File: src/rtl/mlfq_pkg.sv
`default_nettype none
// ----------------------------------------------------------------------------
// mlfq_pkg: shared types and constants of the feedback queue scheduler
// Sizes of the task table and level queues, field widths and the handshake
// structures exchanged between the top level and the queue pointer block.
// ----------------------------------------------------------------------------
package mlfq_pkg;

	localparam int MAX_TASKS = 16;
	localparam int LEVELS    = 4;

	localparam int IDX_W   = $clog2(MAX_TASKS);
	localparam int CNT_W   = $clog2(MAX_TASKS + 1);
	localparam int LVL_W   = $clog2(LEVELS);
	localparam int QADDR_W = LVL_W + IDX_W;
	localparam int QDEPTH  = 2 ** QADDR_W;

	localparam int TASK_W   = 4;
	localparam int BURST_W  = 12;
	localparam int START_W  = 2;
	localparam int TIME_W   = 16;
	localparam int QUANT_W  = 8;
	localparam int S_DATA_W = 40;
	localparam int M_DATA_W = 40;

	localparam logic [QUANT_W-1:0] QUANT_RESET = 8'd2;

	typedef logic [LVL_W-1:0]   lvl_t;
	typedef logic [IDX_W-1:0]   idx_t;
	typedef logic [CNT_W-1:0]   cnt_t;
	typedef logic [TASK_W-1:0]  task_t;
	typedef logic [BURST_W-1:0] burst_t;
	typedef logic [TIME_W-1:0]  time_t;

	typedef enum logic {
		CMD_ARRIVE   = 1'b0,
		CMD_DISPATCH = 1'b1
	} cmd_t;

	typedef struct packed {
		logic push;
		lvl_t push_lvl;
		logic pop;
		lvl_t pop_lvl;
	} qptr_req_t;

	typedef struct packed {
		logic push_ok;
		idx_t push_slot;
		logic any;
		lvl_t top_lvl;
		idx_t top_head;
	} qptr_stat_t;

	function automatic lvl_t clamp_level(input logic [START_W-1:0] s);
		if (int'(s) > LEVELS - 1) begin
			return lvl_t'(LEVELS - 1);
		end
		return lvl_t'(s);
	endfunction

endpackage
`default_nettype wire

File: src/rtl/mlfq_ram.sv
`default_nettype none
// ----------------------------------------------------------------------------
// mlfq_ram: generic single-port-write, single-port-read synchronous RAM
// One write and one registered read per cycle; the read data holds while the
// read enable is low.
// ----------------------------------------------------------------------------
module mlfq_ram #(
	parameter int WIDTH = 8,
	parameter int DEPTH = 16
) (
	input  logic                     clk,
	input  logic                     we,
	input  logic [$clog2(DEPTH)-1:0] waddr,
	input  logic [WIDTH-1:0]         wdata,
	input  logic                     re,
	input  logic [$clog2(DEPTH)-1:0] raddr,
	output logic [WIDTH-1:0]         rdata
);

	logic [WIDTH-1:0] mem_q [DEPTH];

	always_ff @(posedge clk) begin
		if (we) begin
			mem_q[waddr] <= wdata;
		end
		if (re) begin
			rdata <= mem_q[raddr];
		end
	end

endmodule
`default_nettype wire

File: src/rtl/mlfq_qptr.sv
`default_nettype none
// ----------------------------------------------------------------------------
// mlfq_qptr: head and fill count of every level queue
// Gives the tail slot of the level being pushed, the highest non-empty level
// and its head, and applies one push and one pop per cycle.
// ----------------------------------------------------------------------------
module mlfq_qptr (
	input  logic                   clk,
	input  logic                   arst_n,
	input  mlfq_pkg::qptr_req_t    req,
	output mlfq_pkg::qptr_stat_t   stat
);

	mlfq_pkg::idx_t head_q [mlfq_pkg::LEVELS];
	mlfq_pkg::cnt_t cnt_q  [mlfq_pkg::LEVELS];

	logic [mlfq_pkg::IDX_W:0] slot_sum;

	always_comb begin
		stat.push_ok = int'(cnt_q[req.push_lvl]) < mlfq_pkg::MAX_TASKS;
		slot_sum = {1'b0, head_q[req.push_lvl]}
			+ (mlfq_pkg::IDX_W + 1)'(cnt_q[req.push_lvl]);
		if (int'(slot_sum) >= mlfq_pkg::MAX_TASKS) begin
			slot_sum = slot_sum - (mlfq_pkg::IDX_W + 1)'(mlfq_pkg::MAX_TASKS);
		end
		stat.push_slot = mlfq_pkg::idx_t'(slot_sum);

		stat.any = 1'b0;
		stat.top_lvl = '0;
		for (int l = mlfq_pkg::LEVELS - 1; l >= 0; l--) begin
			if (cnt_q[l] != '0) begin
				stat.any = 1'b1;
				stat.top_lvl = mlfq_pkg::lvl_t'(l);
			end
		end
		stat.top_head = head_q[stat.top_lvl];
	end

	always_ff @(posedge clk or negedge arst_n) begin
		if (!arst_n) begin
			for (int l = 0; l < mlfq_pkg::LEVELS; l++) begin
				head_q[l] <= '0;
				cnt_q[l]  <= '0;
			end
		end else begin
			for (int l = 0; l < mlfq_pkg::LEVELS; l++) begin
				if (req.pop && req.pop_lvl == mlfq_pkg::lvl_t'(l)) begin
					if (head_q[l] == mlfq_pkg::idx_t'(mlfq_pkg::MAX_TASKS - 1)) begin
						head_q[l] <= '0;
					end else begin
						head_q[l] <= head_q[l] + mlfq_pkg::idx_t'(1);
					end
				end
				cnt_q[l] <= cnt_q[l]
					+ mlfq_pkg::cnt_t'(req.push && stat.push_ok
						&& req.push_lvl == mlfq_pkg::lvl_t'(l))
					- mlfq_pkg::cnt_t'(req.pop && req.pop_lvl == mlfq_pkg::lvl_t'(l));
			end
		end
	end

endmodule
`default_nettype wire

File: src/rtl/mlfq_scheduler.sv
`default_nettype none
// ----------------------------------------------------------------------------
// mlfq_scheduler: four-level feedback queue scheduler
// Arrivals join their starting level; each dispatch serves the head of the
// highest non-empty level, round robin with a quantum above the last level.
// ----------------------------------------------------------------------------
//  Channel  Dir  Transfer               Content
//  s_*      in   s_tvalid & s_tready    tuser cmd, tdata task arrival fields
//  m_*      out  m_tvalid & m_tready    tuser idle, tdata slice report
//  cfg_*    in   cfg_wen                quantum
//
// An arrival is written to the queue and burst memories as it is accepted. A
// dispatch runs through these steps: accept and re-queue of the preempted
// task, level select with queue memory read, remaining-burst memory read,
// then write-back and result. A dispatch that finds nothing ready ends after
// the level select step and reports idle from it. Input is taken only between
// items; a waiting result stalls the next dispatch in its last step, arrivals
// go on.
// Reset clears pointers, counts, clock and pending task; no clearing pass.
// ----------------------------------------------------------------------------
module mlfq_scheduler (
	input  logic                          clk,
	input  logic                          arst_n,
	input  logic                          cfg_wen,
	input  logic [mlfq_pkg::QUANT_W-1:0]  cfg_wdata,
	input  logic                          s_tvalid,
	output logic                          s_tready,
	// task_id[3:0], burst[15:4], start_level[17:16], arrival_time[33:18]
	input  logic [mlfq_pkg::S_DATA_W-1:0] s_tdata,
	// cmd[0]
	input  logic [0:0]                    s_tuser,
	output logic                          m_tvalid,
	input  logic                          m_tready,
	// run_task[3:0], run_length[15:4], finish_time[31:16], completed[32],
	// served_level[34:33]
	output logic [mlfq_pkg::M_DATA_W-1:0] m_tdata,
	// idle[0]
	output logic [0:0]                    m_tuser
);

	typedef enum logic [3:0] {
		ST_IDLE = 4'b0001,
		ST_SEL  = 4'b0010,
		ST_RD1  = 4'b0100,
		ST_RD2  = 4'b1000
	} state_t;

	state_t state_q;

	logic [mlfq_pkg::QUANT_W-1:0] quantum_q;
	mlfq_pkg::time_t time_q;
	logic            pend_valid_q;
	mlfq_pkg::task_t pend_task_q;
	mlfq_pkg::lvl_t  pend_lvl_q;
	mlfq_pkg::lvl_t  lvl_s1;
	mlfq_pkg::task_t task_s2;

	logic             out_valid_q;
	mlfq_pkg::task_t  out_task_q;
	mlfq_pkg::burst_t out_run_q;
	mlfq_pkg::time_t  out_time_q;
	logic             out_done_q;
	mlfq_pkg::lvl_t   out_lvl_q;
	logic             out_idle_q;

	mlfq_pkg::cmd_t   in_cmd;
	mlfq_pkg::task_t  in_task;
	mlfq_pkg::burst_t in_burst;
	logic [mlfq_pkg::START_W-1:0] in_start;
	mlfq_pkg::time_t  in_at;

	logic accept, arrive_ok, dispatch_acc, any_ready, out_free;
	logic sel_idle_fire, rd2_fire;

	mlfq_pkg::qptr_req_t  qreq;
	mlfq_pkg::qptr_stat_t qstat;

	logic                           qram_we;
	logic [mlfq_pkg::QADDR_W-1:0]   qram_waddr, qram_raddr;
	mlfq_pkg::task_t                qram_wdata, qram_rdata;
	mlfq_pkg::task_t                push_task;

	logic            bram_we;
	mlfq_pkg::idx_t  bram_waddr;
	mlfq_pkg::burst_t bram_wdata, bram_rdata;

	logic [mlfq_pkg::QUANT_W-1:0] q_eff;
	mlfq_pkg::burst_t q_ext, run_len, new_rem;
	logic demote;

	assign in_cmd   = mlfq_pkg::cmd_t'(s_tuser[0]);
	assign in_task  = s_tdata[3:0];
	assign in_burst = s_tdata[15:4];
	assign in_start = s_tdata[17:16];
	assign in_at    = s_tdata[33:18];

	assign s_tready     = (state_q == ST_IDLE);
	assign accept       = s_tvalid && s_tready;
	assign dispatch_acc = accept && in_cmd == mlfq_pkg::CMD_DISPATCH;
	assign arrive_ok    = accept && in_cmd == mlfq_pkg::CMD_ARRIVE && in_burst != '0
		&& int'(in_task) < mlfq_pkg::MAX_TASKS;
	assign any_ready    = pend_valid_q || qstat.any;
	assign out_free     = !out_valid_q || m_tready;

	assign sel_idle_fire = (state_q == ST_SEL) && !qstat.any && out_free;
	assign rd2_fire      = (state_q == ST_RD2) && out_free;

	always_comb begin
		qreq.push     = arrive_ok || (dispatch_acc && pend_valid_q);
		qreq.push_lvl = (in_cmd == mlfq_pkg::CMD_ARRIVE) ? mlfq_pkg::clamp_level(in_start)
			: pend_lvl_q;
		qreq.pop      = (state_q == ST_SEL) && qstat.any;
		qreq.pop_lvl  = qstat.top_lvl;
	end

	mlfq_qptr u_qptr (
		.clk    (clk),
		.arst_n (arst_n),
		.req    (qreq),
		.stat   (qstat)
	);

	assign push_task  = (in_cmd == mlfq_pkg::CMD_ARRIVE) ? in_task : pend_task_q;
	assign qram_we    = qreq.push && qstat.push_ok;
	assign qram_waddr = {qreq.push_lvl, qstat.push_slot};
	assign qram_wdata = push_task;
	assign qram_raddr = {qstat.top_lvl, qstat.top_head};

	mlfq_ram #(
		.WIDTH (mlfq_pkg::TASK_W),
		.DEPTH (mlfq_pkg::QDEPTH)
	) u_queue_ram (
		.clk   (clk),
		.we    (qram_we),
		.waddr (qram_waddr),
		.wdata (qram_wdata),
		.re    (qreq.pop),
		.raddr (qram_raddr),
		.rdata (qram_rdata)
	);

	always_comb begin
		q_eff   = (quantum_q == '0) ? mlfq_pkg::QUANT_W'(1) : quantum_q;
		q_ext   = mlfq_pkg::burst_t'(q_eff);
		demote  = int'(lvl_s1) < mlfq_pkg::LEVELS - 1 && bram_rdata > q_ext;
		run_len = demote ? q_ext : bram_rdata;
		new_rem = demote ? bram_rdata - q_ext : '0;
	end

	assign bram_we    = arrive_ok || rd2_fire;
	assign bram_waddr = arrive_ok ? mlfq_pkg::idx_t'(in_task) : mlfq_pkg::idx_t'(task_s2);
	assign bram_wdata = arrive_ok ? in_burst : new_rem;

	mlfq_ram #(
		.WIDTH (mlfq_pkg::BURST_W),
		.DEPTH (mlfq_pkg::MAX_TASKS)
	) u_burst_ram (
		.clk   (clk),
		.we    (bram_we),
		.waddr (bram_waddr),
		.wdata (bram_wdata),
		.re    (state_q == ST_RD1),
		.raddr (mlfq_pkg::idx_t'(qram_rdata)),
		.rdata (bram_rdata)
	);

	always_ff @(posedge clk or negedge arst_n) begin
		if (!arst_n) begin
			state_q <= ST_IDLE;
		end else begin
			unique case (state_q)
				ST_IDLE: begin
					if (dispatch_acc) begin
						state_q <= ST_SEL;
					end
				end
				ST_SEL: begin
					if (qstat.any) begin
						state_q <= ST_RD1;
					end else if (out_free) begin
						state_q <= ST_IDLE;
					end
				end
				ST_RD1: begin
					state_q <= ST_RD2;
				end
				ST_RD2: begin
					if (out_free) begin
						state_q <= ST_IDLE;
					end
				end
				default: begin
					state_q <= ST_IDLE;
				end
			endcase
		end
	end

	always_ff @(posedge clk or negedge arst_n) begin
		if (!arst_n) begin
			quantum_q    <= mlfq_pkg::QUANT_RESET;
			time_q       <= '0;
			pend_valid_q <= 1'b0;
			pend_task_q  <= '0;
			pend_lvl_q   <= '0;
			out_valid_q  <= 1'b0;
		end else begin
			if (cfg_wen) begin
				quantum_q <= cfg_wdata;
			end
			if (arrive_ok && !any_ready && in_at > time_q) begin
				time_q <= in_at;
			end else if (rd2_fire) begin
				time_q <= time_q + mlfq_pkg::time_t'(run_len);
			end
			if (dispatch_acc) begin
				pend_valid_q <= 1'b0;
			end else if (rd2_fire && demote) begin
				pend_valid_q <= 1'b1;
				pend_task_q  <= task_s2;
				pend_lvl_q   <= lvl_s1 + mlfq_pkg::lvl_t'(1);
			end
			if (sel_idle_fire || rd2_fire) begin
				out_valid_q <= 1'b1;
			end else if (m_tready) begin
				out_valid_q <= 1'b0;
			end
		end
	end

	always_ff @(posedge clk) begin
		if (qreq.pop) begin
			lvl_s1 <= qstat.top_lvl;
		end
		if (state_q == ST_RD1) begin
			task_s2 <= qram_rdata;
		end
		if (sel_idle_fire) begin
			out_task_q <= '0;
			out_run_q  <= '0;
			out_time_q <= time_q;
			out_done_q <= 1'b0;
			out_lvl_q  <= '0;
			out_idle_q <= 1'b1;
		end else if (rd2_fire) begin
			out_task_q <= task_s2;
			out_run_q  <= run_len;
			out_time_q <= time_q + mlfq_pkg::time_t'(run_len);
			out_done_q <= !demote;
			out_lvl_q  <= lvl_s1;
			out_idle_q <= 1'b0;
		end
	end

	assign m_tvalid = out_valid_q;
	assign m_tdata  = {
		(mlfq_pkg::M_DATA_W - 33 - mlfq_pkg::LVL_W)'(0),
		out_lvl_q, out_done_q, out_time_q, out_run_q, out_task_q
	};
	assign m_tuser  = out_idle_q;

endmodule
`default_nettype wire

File: config.mk
export PLATFORM = sky130hd
export DESIGN_NAME = mlfq_scheduler
export DESIGN_NICKNAME = d
export VERILOG_FILES = /design/src/rtl/mlfq_pkg.sv /design/src/rtl/mlfq_ram.sv /design/src/rtl/mlfq_qptr.sv /design/src/rtl/mlfq_scheduler.sv
export SDC_FILE = /design/constraint.sdc
export NUM_CORES = 1
export LEC_CHECK = 0
export CAP_MARGIN = 0
export CORE_ASPECT_RATIO = 1.5
export CORE_UTILIZATION = 65
export CTS_BUF_LIST = sky130_fd_sc_hd__clkbuf_4
export DETAILED_ROUTE_END_ITERATION = 6
export DONT_BUFFER_PORTS = 1
export PLACE_DENSITY = 0.89
export SYNTH_ARGS = -nofsm -noshare
export SYNTH_HDL_FRONTEND = slang
export SYNTH_HIERARCHICAL = 1
export SYNTH_SLANG_ARGS = --single-unit
export TNS_END_PERCENT = 50
File: constraint.sdc
create_clock -name clk -period 11.95 [get_ports clk]
set_input_delay 2.39 -clock clk [delete_from_list [all_inputs] [get_ports clk]]
set_output_delay 2.39 -clock clk [all_outputs]
set_load 0.01 [all_outputs]
# ---- Word level (Yosys, flattened, before mapping)
# Memory sizes are Yosys's and may differ from the RTL's. A register that Yosys moved wholly into a read port is not among the register bits.
# Index checks and enable logic that the tools add are counted.
dict set report op_classes {
  bitwise_logic 4
  muxes 40
  n_addsub 17
  reduce_logical 44
  order_cmp 7
  eq_ne 15
}
# cell n
set ops {}
lappend ops {{$mux 4} 14}
lappend ops {{$mux 16} 3}
lappend ops {{$mux 12} 3}
lappend ops {{$logic_and 1x1->1} 22}
lappend ops {{$add 5x1->5} 4}
lappend ops {{$eq 4x4->1 const B} 5}
lappend ops {{$reduce_bool 5->1} 4}
lappend ops {{$sub 5x1->5} 4}
lappend ops {{$add 16x12->16} 1}
lappend ops {{$add 4x1->4 const B} 4}
lappend ops {{$bmux 4 s2} 2}
lappend ops {{$gt 16x16->1} 1}
lappend ops {{$pmux 4 s4} 1}
lappend ops {{$gt 12x8->1} 1}
lappend ops {{$mux 3} 4}
lappend ops {{$reduce_bool 12->1} 1}
lappend ops {{$sub 12x8->12} 1}
lappend ops {{$bmux 5 s2} 1}
lappend ops {{$mux 5} 2}
lappend ops {{$eq 2x2->1 const B} 4}
lappend ops {{$logic_not 8->1} 1}
lappend ops {{$mux 1} 8}
lappend ops {{$mux 8} 1}
lappend ops {{$reduce_bool 2->1} 4}
lappend ops {{19 further kinds} 31}
dict set report totals {
  output_inout_bits 43
  elab_cells 152
  input_bits 54
  mem_count 2
  ramBits 448
  regBits 114
}
# name depth word_bits rd rd_clocked_by_memory_dff wr line_no
set mem_list {}
lappend mem_list {u_queue_ram.mem_q 64 4 1 1 1 mlfq_ram.sv:20} ;# logic [WIDTH-1:0] mem_q [DEPTH];
lappend mem_list {u_burst_ram.mem_q 16 12 1 1 1 mlfq_ram.sv:20}

# ---- Logic depth before layout (Yosys ltp)
# Gate-level depths: netlist (run 1).
dict set report depth {
  ltp_word 10
  mapped_depth 20
  depth_no_buf 19
}

# ---- Cells and area by module
# The synthesis (run 1) kept the hierarchy.
# mod cells_per_inst n_inst area_per_inst_um2 seq_area_each_um2
set modules_own_cells {}
lappend modules_own_cells {{mlfq_ram at u_queue_ram} 521 1 10447.5 7807.5}
lappend modules_own_cells {{mlfq_ram at u_burst_ram} 329 1 7719.9 6125.9}
lappend modules_own_cells {mlfq_scheduler 538 1 5143.7 1964.4}
lappend modules_own_cells {mlfq_qptr 247 1 2632.5 900.9}

# ---- Worst setup path before layout (run 1)
# No wires, ideal clock.
dict set report synth_path {
  path_type {input port to flip-flop}
  startpoint {in s_tuser}
  endpoint {mem u_queue_ram/mem_q[23][0] in the netlist's numbering (enable)}
  arrival_time_ps 5804
  cell_stages 14
  n_path_buf 5
  required_time_ps 11620
  setup_slack_ps 5816
  setup_ps 330
  path_cell_list {clkbuf_1 -> mux2_2 -> clkbuf_1 -> buf_1 -> mux4_2 -> ha_1 -> a21o_1 -> a21oi_1 -> xor2_1 -> xnor2_1 -> clkbuf_1 -> or3b_2 -> clkbuf_1 -> nor2_1}
}
dict set report synth_via {
  word_cells_on_any_way 22
  classes_between {add/sub (2); order compare (2); mux (10); bitwise (2); reduce/logical (6)}
}
# item line_no
set synth_lines {}
lappend synth_lines {{start, declared} mlfq_scheduler.sv:31} ;# input logic [0:0] s_tuser,
lappend synth_lines {{$mux 2 (*)} mlfq_scheduler.sv:110} ;# qreq.push_lvl = (in_cmd == mlfq_pkg::CMD_ARRIVE) ? mlfq_pkg::clamp_level(in_start)
lappend synth_lines {{via qram_waddr, one bit} mlfq_scheduler.sv:79} ;# logic [mlfq_pkg::QADDR_W-1:0] qram_waddr, qram_raddr;
lappend synth_lines {{$not 2->3 (implied by the code) (*)} {mlfq_qptr.sv:21, mlfq_qptr.sv:22}}
lappend synth_lines {{$bmux 4 s2 or $bmux 5 s2 (tied branches)} {mlfq_qptr.sv:21, mlfq_qptr.sv:22}}
lappend synth_lines {{$mux 4 (implied by the code) or $mux 5 (tied branches) (2 in a row)} {mlfq_qptr.sv:21, mlfq_qptr.sv:22}}
lappend synth_lines {{$add 4x5->5 (*)} mlfq_qptr.sv:22} ;# + (mlfq_pkg::IDX_W + 1)'(cnt_q[req.push_lvl]);
lappend synth_lines {{$sub 4x1->4 or $ge 5x5->1 (tied branches)} {mlfq_qptr.sv:24, mlfq_qptr.sv:23}}
lappend synth_lines {{$mux 4 (*)} mlfq_qptr.sv:23} ;# if (int'(slot_sum) >= mlfq_pkg::MAX_TASKS) begin
lappend synth_lines {{via qram_waddr, one bit} mlfq_scheduler.sv:79}
lappend synth_lines {{end, declared} mlfq_ram.sv:20}
# The timed path passes the listed nets; every way through them passes the cells marked *. The select of a mux whose other input is x is not followed.

# ---- Worst setup path in the final report (run 1)
dict set report layout_path {
  startpoint {in s_tuser}
  endpoint {mem u_queue_ram/mem_q[59][3] in the netlist's numbering (enable)}
}
dict set report layout_via {
  word_cells_on_any_way 22
  classes_between {add/sub (2); order compare (2); mux (10); bitwise (2); reduce/logical (6)}
}
# item line_no
set layout_lines {}
lappend layout_lines {{$mux 2 (*)} mlfq_scheduler.sv:110}
lappend layout_lines {{$not 2->3 (implied by the code) (*)} {mlfq_qptr.sv:21, mlfq_qptr.sv:22}}
lappend layout_lines {{$bmux 4 s2 or $bmux 5 s2 (tied branches)} {mlfq_qptr.sv:21, mlfq_qptr.sv:22}}
lappend layout_lines {{$mux 4 (implied by the code) or $mux 5 (tied branches) (2 in a row)} {mlfq_qptr.sv:21, mlfq_qptr.sv:22}}
lappend layout_lines {{$add 4x5->5 (*)} mlfq_qptr.sv:22}
lappend layout_lines {{$sub 4x1->4 or $ge 5x5->1 (tied branches)} {mlfq_qptr.sv:24, mlfq_qptr.sv:23}}
lappend layout_lines {{$mux 4 (*)} mlfq_qptr.sv:23}
lappend layout_lines {{via qram_waddr, one bit} mlfq_scheduler.sv:79}
# Marks and branches as above.

==> results of run 1 <==
[state kept, by name, indices dropped and copies added (netlist names), 8 cells and up]
signal / count
time_q: 16
u_qptr/cnt_q: 20
quantum_q: 8
out_run_q: 12
u_queue_ram/mem_q: 256
u_qptr/head_q: 16
u_burst_ram/mem_q: 192
u_burst_ram/rdata: 12
out_time_q: 16
[worst paths after layout]
kind                                                      endpoint                       start
min in group asynchronous                   time_q[10]$_DFFE_PN0P_                      arst_n
worst max register to register            out_time_q[10]$_DFFE_PP_    quantum_q[6]$_DFFE_PN0P_
max in group asynchronous                 quantum_q[1]$_DFFE_PN1P_                      arst_n
worst min register to register          pend_task_q[0]$_DFFE_PN0P_  pend_task_q[0]$_DFFE_PN0P_
worst min-delay path                    pend_task_q[0]$_DFFE_PN0P_  pend_task_q[0]$_DFFE_PN0P_
worst max-delay path            u_queue_ram/mem_q[59][3]$_DFFE_PP_                     s_tuser
[final cells by class]
cell class | instances | area share
Antenna cell | 1 | 0.00008880
Clock buffer | 198 | 0.05275
Clock inverter | 33 | 0.01017
Inverter | 69 | 0.009279
Multi-Input combinational cell | 912 | 0.3004
Sequential cell | 578 | 0.5961
Tap cell | 500 | 0.02220
Timing Repair Buffer | 34 | 0.009057
[cells by family after synthesis]
kind of cell    synth area share
fa+ha+maj                0.03820
mux                       0.1316
buf+inv                  0.02952
other cells            0.0001445
xor+xnor                 0.01452
flops                     0.6475
compound gates           0.06598
simple gates             0.07253
[cells in the final DEF (no fill, tap or decap), drive strengths merged, types with 11 or more instances in the layout]
cell type    n
dfrtp       70
xnor2       31
o21ai       45
a21oi       40
a22oi       32
a22o        22
edfxtp     486
a221o       11
nand2       85
nor3        30
mux2i       13
nand2b      15
ha          68
buf         34
nor2       125
clkbuf     198
mux2        38
clkinv      23
dfxtp       20
mux4       121
inv         70
xor2        12
nand3       24
nor2b       17
nand4       18
[worst max-delay path: cells and delay by family]
family / cells / cell delay [ns]
xor+xnor: 2 / 0.94
mux: 2 / 1.31
compound gates: 2 / 0.39
simple gates: 2 / 0.96
fa+ha+maj: 1 / 0.29
[per-layer routing]
metal,wire length [um],track usage
met1,19570,0.3189
met2,30280,0.5096
met3,4581,0.06642
met4,3635,0.2008
met5,0,0
[Yosys cell counts, drive strengths merged (20+ instances only)]
| master | n |
|---|---|
| edfxtp | 486 |
| nor2 | 125 |
| mux4 | 121 |
| nand2 | 85 |
| dfrtp | 70 |
| ha | 68 |
| inv | 68 |
| o21ai | 45 |
| buf | 42 |
| a21oi | 40 |
| clkbuf | 38 |
| mux2 | 38 |
| a22oi | 32 |
| xnor2 | 31 |
| nor3 | 30 |
| nand3 | 24 |
| a22o | 22 |
| dfxtp | 20 |
[through the flow]
stage	utilization	total power, W
floorplan	-	0.003269
global placement	0.6713	0.003449
detailed placement	0.6713	0.003520
CTS	0.7164	0.005138
global route	0.7169	0.005333
finish	0.7169	0.005137
[where the power goes]
part           switching [W]  internal [W]  leakage (nW)  total (W)
Sequential         0.0000760       0.00230          5.45    0.00238
Combinational       0.000653      0.000484          3.59    0.00114
Clock               0.000753      0.000868          1.04    0.00162
Total                0.00148       0.00366          10.1    0.00514
==> summary.txt, run 1 <==
Area contributors post-synth - edfxtp_1, mux4_2, dfrtp_1, mux4_1, ha_1
CORE AREA - 39310 sq um
CP max FO - 23
Synth Cell Area - 25940 sq um
post-placement cell area - 26390 sq um
Most used DFF post-synth - edfxtp_1
# H-tree levels - 4
routed vias - 15546
number of setup violations in the final report - 0
Yosys top cell by area - edfxtp_1
crit path capture type - flop
Worst-Margin Slew - 1.427 ns
final slew viol count - 0
clock buffer depth - 3
crit-path max cell delay - 0.81 ns
status - complete, but fails checks
vias in the first global route - 16202
Layout area overhead - 8.623%
CTS sink cnt - 578
Synth Warn # - 6
Die ar. - 40730 sq um
DR iter-0 viols - 1573
Routed Antenna Nets - 0
Rel. slew slack - 0.04496
FMAX - 171.7 MHz
worst slack, placed - 5.379 ns
cells on worst reg2reg path - 20
Crit path required time - 12.43 ns
Peak VDD IR - 118.9 uV
final WL - 58060 um
Power Dens Cells - 182.3 nW/um^2
crit-path cells - mux2_2, mux4_1, ha_1, a21o_1, a21oi_1, xor2_1, xnor2_1, nand3_1, nor2_1
Die H - 246.7 um
Hold-fix buffers, CTS - 0
grt ovf - 0
#FFs+latches synth - 578
Detail Placement HPWL - 37400 um
TritonCTS clock tree - built
CP arrival - 6.30 ns
post-CTS setup buffers - 0
Multi-input gate area - 8464 sq um
pin count of the biggest net entering global routing - 73
final hold slack - 0.5128 ns
Mapped Avg Cell Area - 15.87 sq um
Finished Layout Cells - 2325
post-synth top area share - 0.5625
register area - 16800 sq um
worst min path class - flop to flop
DRC viols - 3
initial antenna violation count - 1
first drt pass iteration count - 7
Final nets - 1855
Mapped Cells - 1635
Hold Crit Depth - 1
input/output buffers - 0
placed cells - 2092
async set or reset register ratio after synthesis - 0.1246
RSZ-0062 raised after global routing - false
Post-synth EDFFs - 486
Tcrit/Tclk final - 0.4873
r2r setup slk - 6.18 ns
Max-cap violations - 0
post-CTS resize count - 0
share of layout cells above drive strength 1 - 0.2193
io pins - 97
clock-pin slew on the worst setup and hold paths - 0.08 ns
post-route setup TNS - 0 ns
Hold Vio Cnt, Final - 0
post-route design area - 28180 sq um
Via density - 6.686
row cnt - 89
GP Congestion - 0.9529
Initial Util - 0.6600
Setup CP Type - input pin to flop
sequential area share after synthesis - 0.6475
worst-skew pair later-pin latency - 0.86 ns
final worst slack - 6.126 ns
Die X-Extent - 165.1 um
first-pass GRT wire length - 88110 um
Crit-path slowest cell - xnor2_1
total CTS buffers - 131
Max Clock Skew - 0.08081 ns
FILL cells - 2274
library cells used by synthesis - 89
CTS root buf - clkbuf_4
failing checks - design-rule violations
Leakage - 10.08 nW
GRT Util Overall - 0.2948
Avg WL per Cell - 24.97 um
min Tclk post-route - 5.824 ns
Setup crit start kind - input pin
(Power assumes the default switching activity.)
==> run 2, diff against run 1 <==
Clock period 11.95 ns to 5.85 ns, I/O delays scaled along.
==> run 2 against run 1 <==
  * Largest power group unchanged
  * Power rose by 100%
  * Sequential share of layout area about the same
  * Routed wire length is 0.96% higher
  * First-iteration DRC count increased by 8.5%
  * Worst setup slack got worse by 5.7 ns
  * Critical path type is now flop to flop
  * Combinational power up 110%
  * Design area barely moved
  * The run now ends clean
  * Die area unchanged
  * Register-to-register slack got worse by 5.8 ns
==> summary.txt, run 2 (synthesis gave the netlist of run 1 again) <==
status - finished, final reports clean
pin count of the biggest net entering global routing - 71
Regs by FF count - u_queue_ram/mem_q x256, u_burst_ram/mem_q x192, u_qptr/cnt_q x20
Worst-Margin Slew - 1.450 ns
crit path capture type - flop
most frequent cells in the layout - edfxtp_1, clkbuf_4, nor2_1
Power Dens Cells - 369.8 nW/um^2
io pins - 97
first-pass GRT wire length - 87710 um
Max Clock Skew - 0.07290 ns
row cnt - 89
max reg flops - 256
Peak VDD IR - 246.9 uV
first drt pass iteration count - 6
Finished Layout Cells - 2327
vias in the first global route - 16044
CP arrival - 6.11 ns
Worst R2R End - out_time_q[10]$_DFFE_PP_
Setup crit start kind - flop
RSZ-0062 raised after global routing - false
Die ar. - 40730 sq um
GRT Util Overall - 0.2938
post-route setup TNS - 0 ns
Rel. slew slack - 0.02994
Detail Placement HPWL - 37760 um
input/output buffers - 0
grt ovf - 0
commonest non-fill, non-tap cell in the layout - edfxtp_1
placed cells - 2094
CTS sink cnt - 578
Initial Util - 0.6600
post-route design area - 28180 sq um
Layout area overhead - 8.614%
share of layout cells above drive strength 1 - 0.2108
GP Congestion - 0.9412
Avg WL per Cell - 25.19 um
total CTS buffers - 130
Tcrit/Tclk final - 0.9354
Hold Vio Cnt, Final - 0
Final nets - 1856
FILL cells - 2262
Die X-Extent - 165.1 um
CTS root buf - clkbuf_4
final WL - 58620 um
CP max FO - 11
DR iter-0 viols - 1707
clock buffer depth - 3
DRC viols - 0
Crit path required time - 6.49 ns
worst-skew pair later-pin latency - 0.89 ns
final worst slack - 0.3781 ns
TritonCTS clock tree - built
r2r setup slk - 0.38 ns
CORE AREA - 39310 sq um
FMAX - 182.8 MHz
Routed Antenna Nets - 0
worst slack, placed - 0.4572 ns
Reg-to-Reg Start - quantum_q[6]$_DFFE_PN0P_
final slew viol count - 0
min Tclk post-route - 5.472 ns
worst min path class - input pin to async pin
number of setup violations in the final report - 0
initial antenna violation count - 1
post-placement cell area - 26430 sq um
Critical Path Source - quantum_q[6]$_DFFE_PN0P_
Most flops, register - u_queue_ram/mem_q
Setup CP Type - flop to flop
routed vias - 15666
Leakage - 10.06 nW
# H-tree levels - 4
Max-cap violations - 0
clock-pin slew on the worst setup and hold paths - 0.07 ns
Via density - 6.732
crit path capture - out_time_q[10]$_DFFE_PP_
Die H - 246.7 um
cells on worst reg2reg path - 18
-- run 2: area by class of cell --
type / count / area (sq um) / area share
Clock buffer: 179 / 1344 / 0.04769
Timing Repair Buffer: 36 / 315.3 / 0.01119
Multi-Input combinational cell: 912 / 8476 / 0.3008
Sequential cell: 578 / 16800 / 0.5962
Clock inverter: 52 / 355.3 / 0.01261
Inverter: 69 / 261.5 / 0.009280
Tap cell: 500 / 625.6 / 0.02220
Antenna cell: 1 / 2.502 / 0.00008881
-- run 2: metrics by stage --
stage            util  hold slack [ns]  total power (W)
3_3_place_gp   0.6723           0.4849         0.007061
6_report       0.7168           0.1202          0.01042
3_5_place_dp   0.6723           0.5019         0.007206
2_1_floorplan       -           0.4637         0.006677
5_1_grt        0.7168          0.09858          0.01082
4_1_cts        0.7162          0.06204          0.01042
-- run 2: report_power, final --
group,total (W),leakage (nW),switching (W),internal [W]
Clock,0.00321,0.995,0.00155,0.00165
Sequential,0.00486,5.45,0.000155,0.00470
Combinational,0.00235,3.61,0.00135,0.00100
-- run 2: worst min path at each step --
| stage | start | end | slack (ns) | cells past startpoint |
|---|---|---|---|---|
| 6_report | arst_n | state_q[0]$_DFFE_PN1P_ | 0.12 | 0 |
| 5_1_grt | arst_n | quantum_q[1]$_DFFE_PN1P_ | 0.1 | 0 |
| 4_1_cts | arst_n | state_q[0]$_DFFE_PN1P_ | 0.06 | 0 |
| 3_5_place_dp | pend_lvl_q[1]$_DFFE_PN0P_ | pend_lvl_q[1]$_DFFE_PN0P_ | 0.50 | 1 |
| 3_3_place_gp | pend_task_q[2]$_DFFE_PN0P_ | pend_task_q[2]$_DFFE_PN0P_ | 0.48 | 1 |
| 2_1_floorplan | u_queue_ram/rdata[1]$_DFFE_PP_ | task_s2[1]$_DFFE_PP_ | 0.46 | 0 |
-- run 2: metal layers --
layer / track usage / part of all wire / vias up
li1: - / - / 6704
met1: 0.3262 / 0.34 / 7817
met2: 0.5089 / 0.53 / 937
met3: 0.06105 / 0.075 / 208
met4: 0.1873 / 0.053 / 0
met5: 0 / 0 / -
-- run 2: critical path: stages (launching register included) --
cell,delay [ns]
dfrtp_1,0.41
nor4_1,0.29
a41o_1,0.24
ha_1,0.18
inv_1,0.06
fa_1,0.40
a21o_1,0.20
a21oi_1,0.29
o221ai_1,0.27
o41ai_4,0.36
buf_4,0.27
mux2_2,0.39
ha_1,0.34
nor2b_1,0.19
o211ai_1,0.15
a311oi_1,0.50
o221ai_1,0.23
xnor2_1,0.18
mux2_2,0.27
-- run 2: timing repair --
action,in CTS,in global routing
hold endpoints to repair,70,0
setup buffers,0,0
resized for setup,0,0
hold buffers,1,0
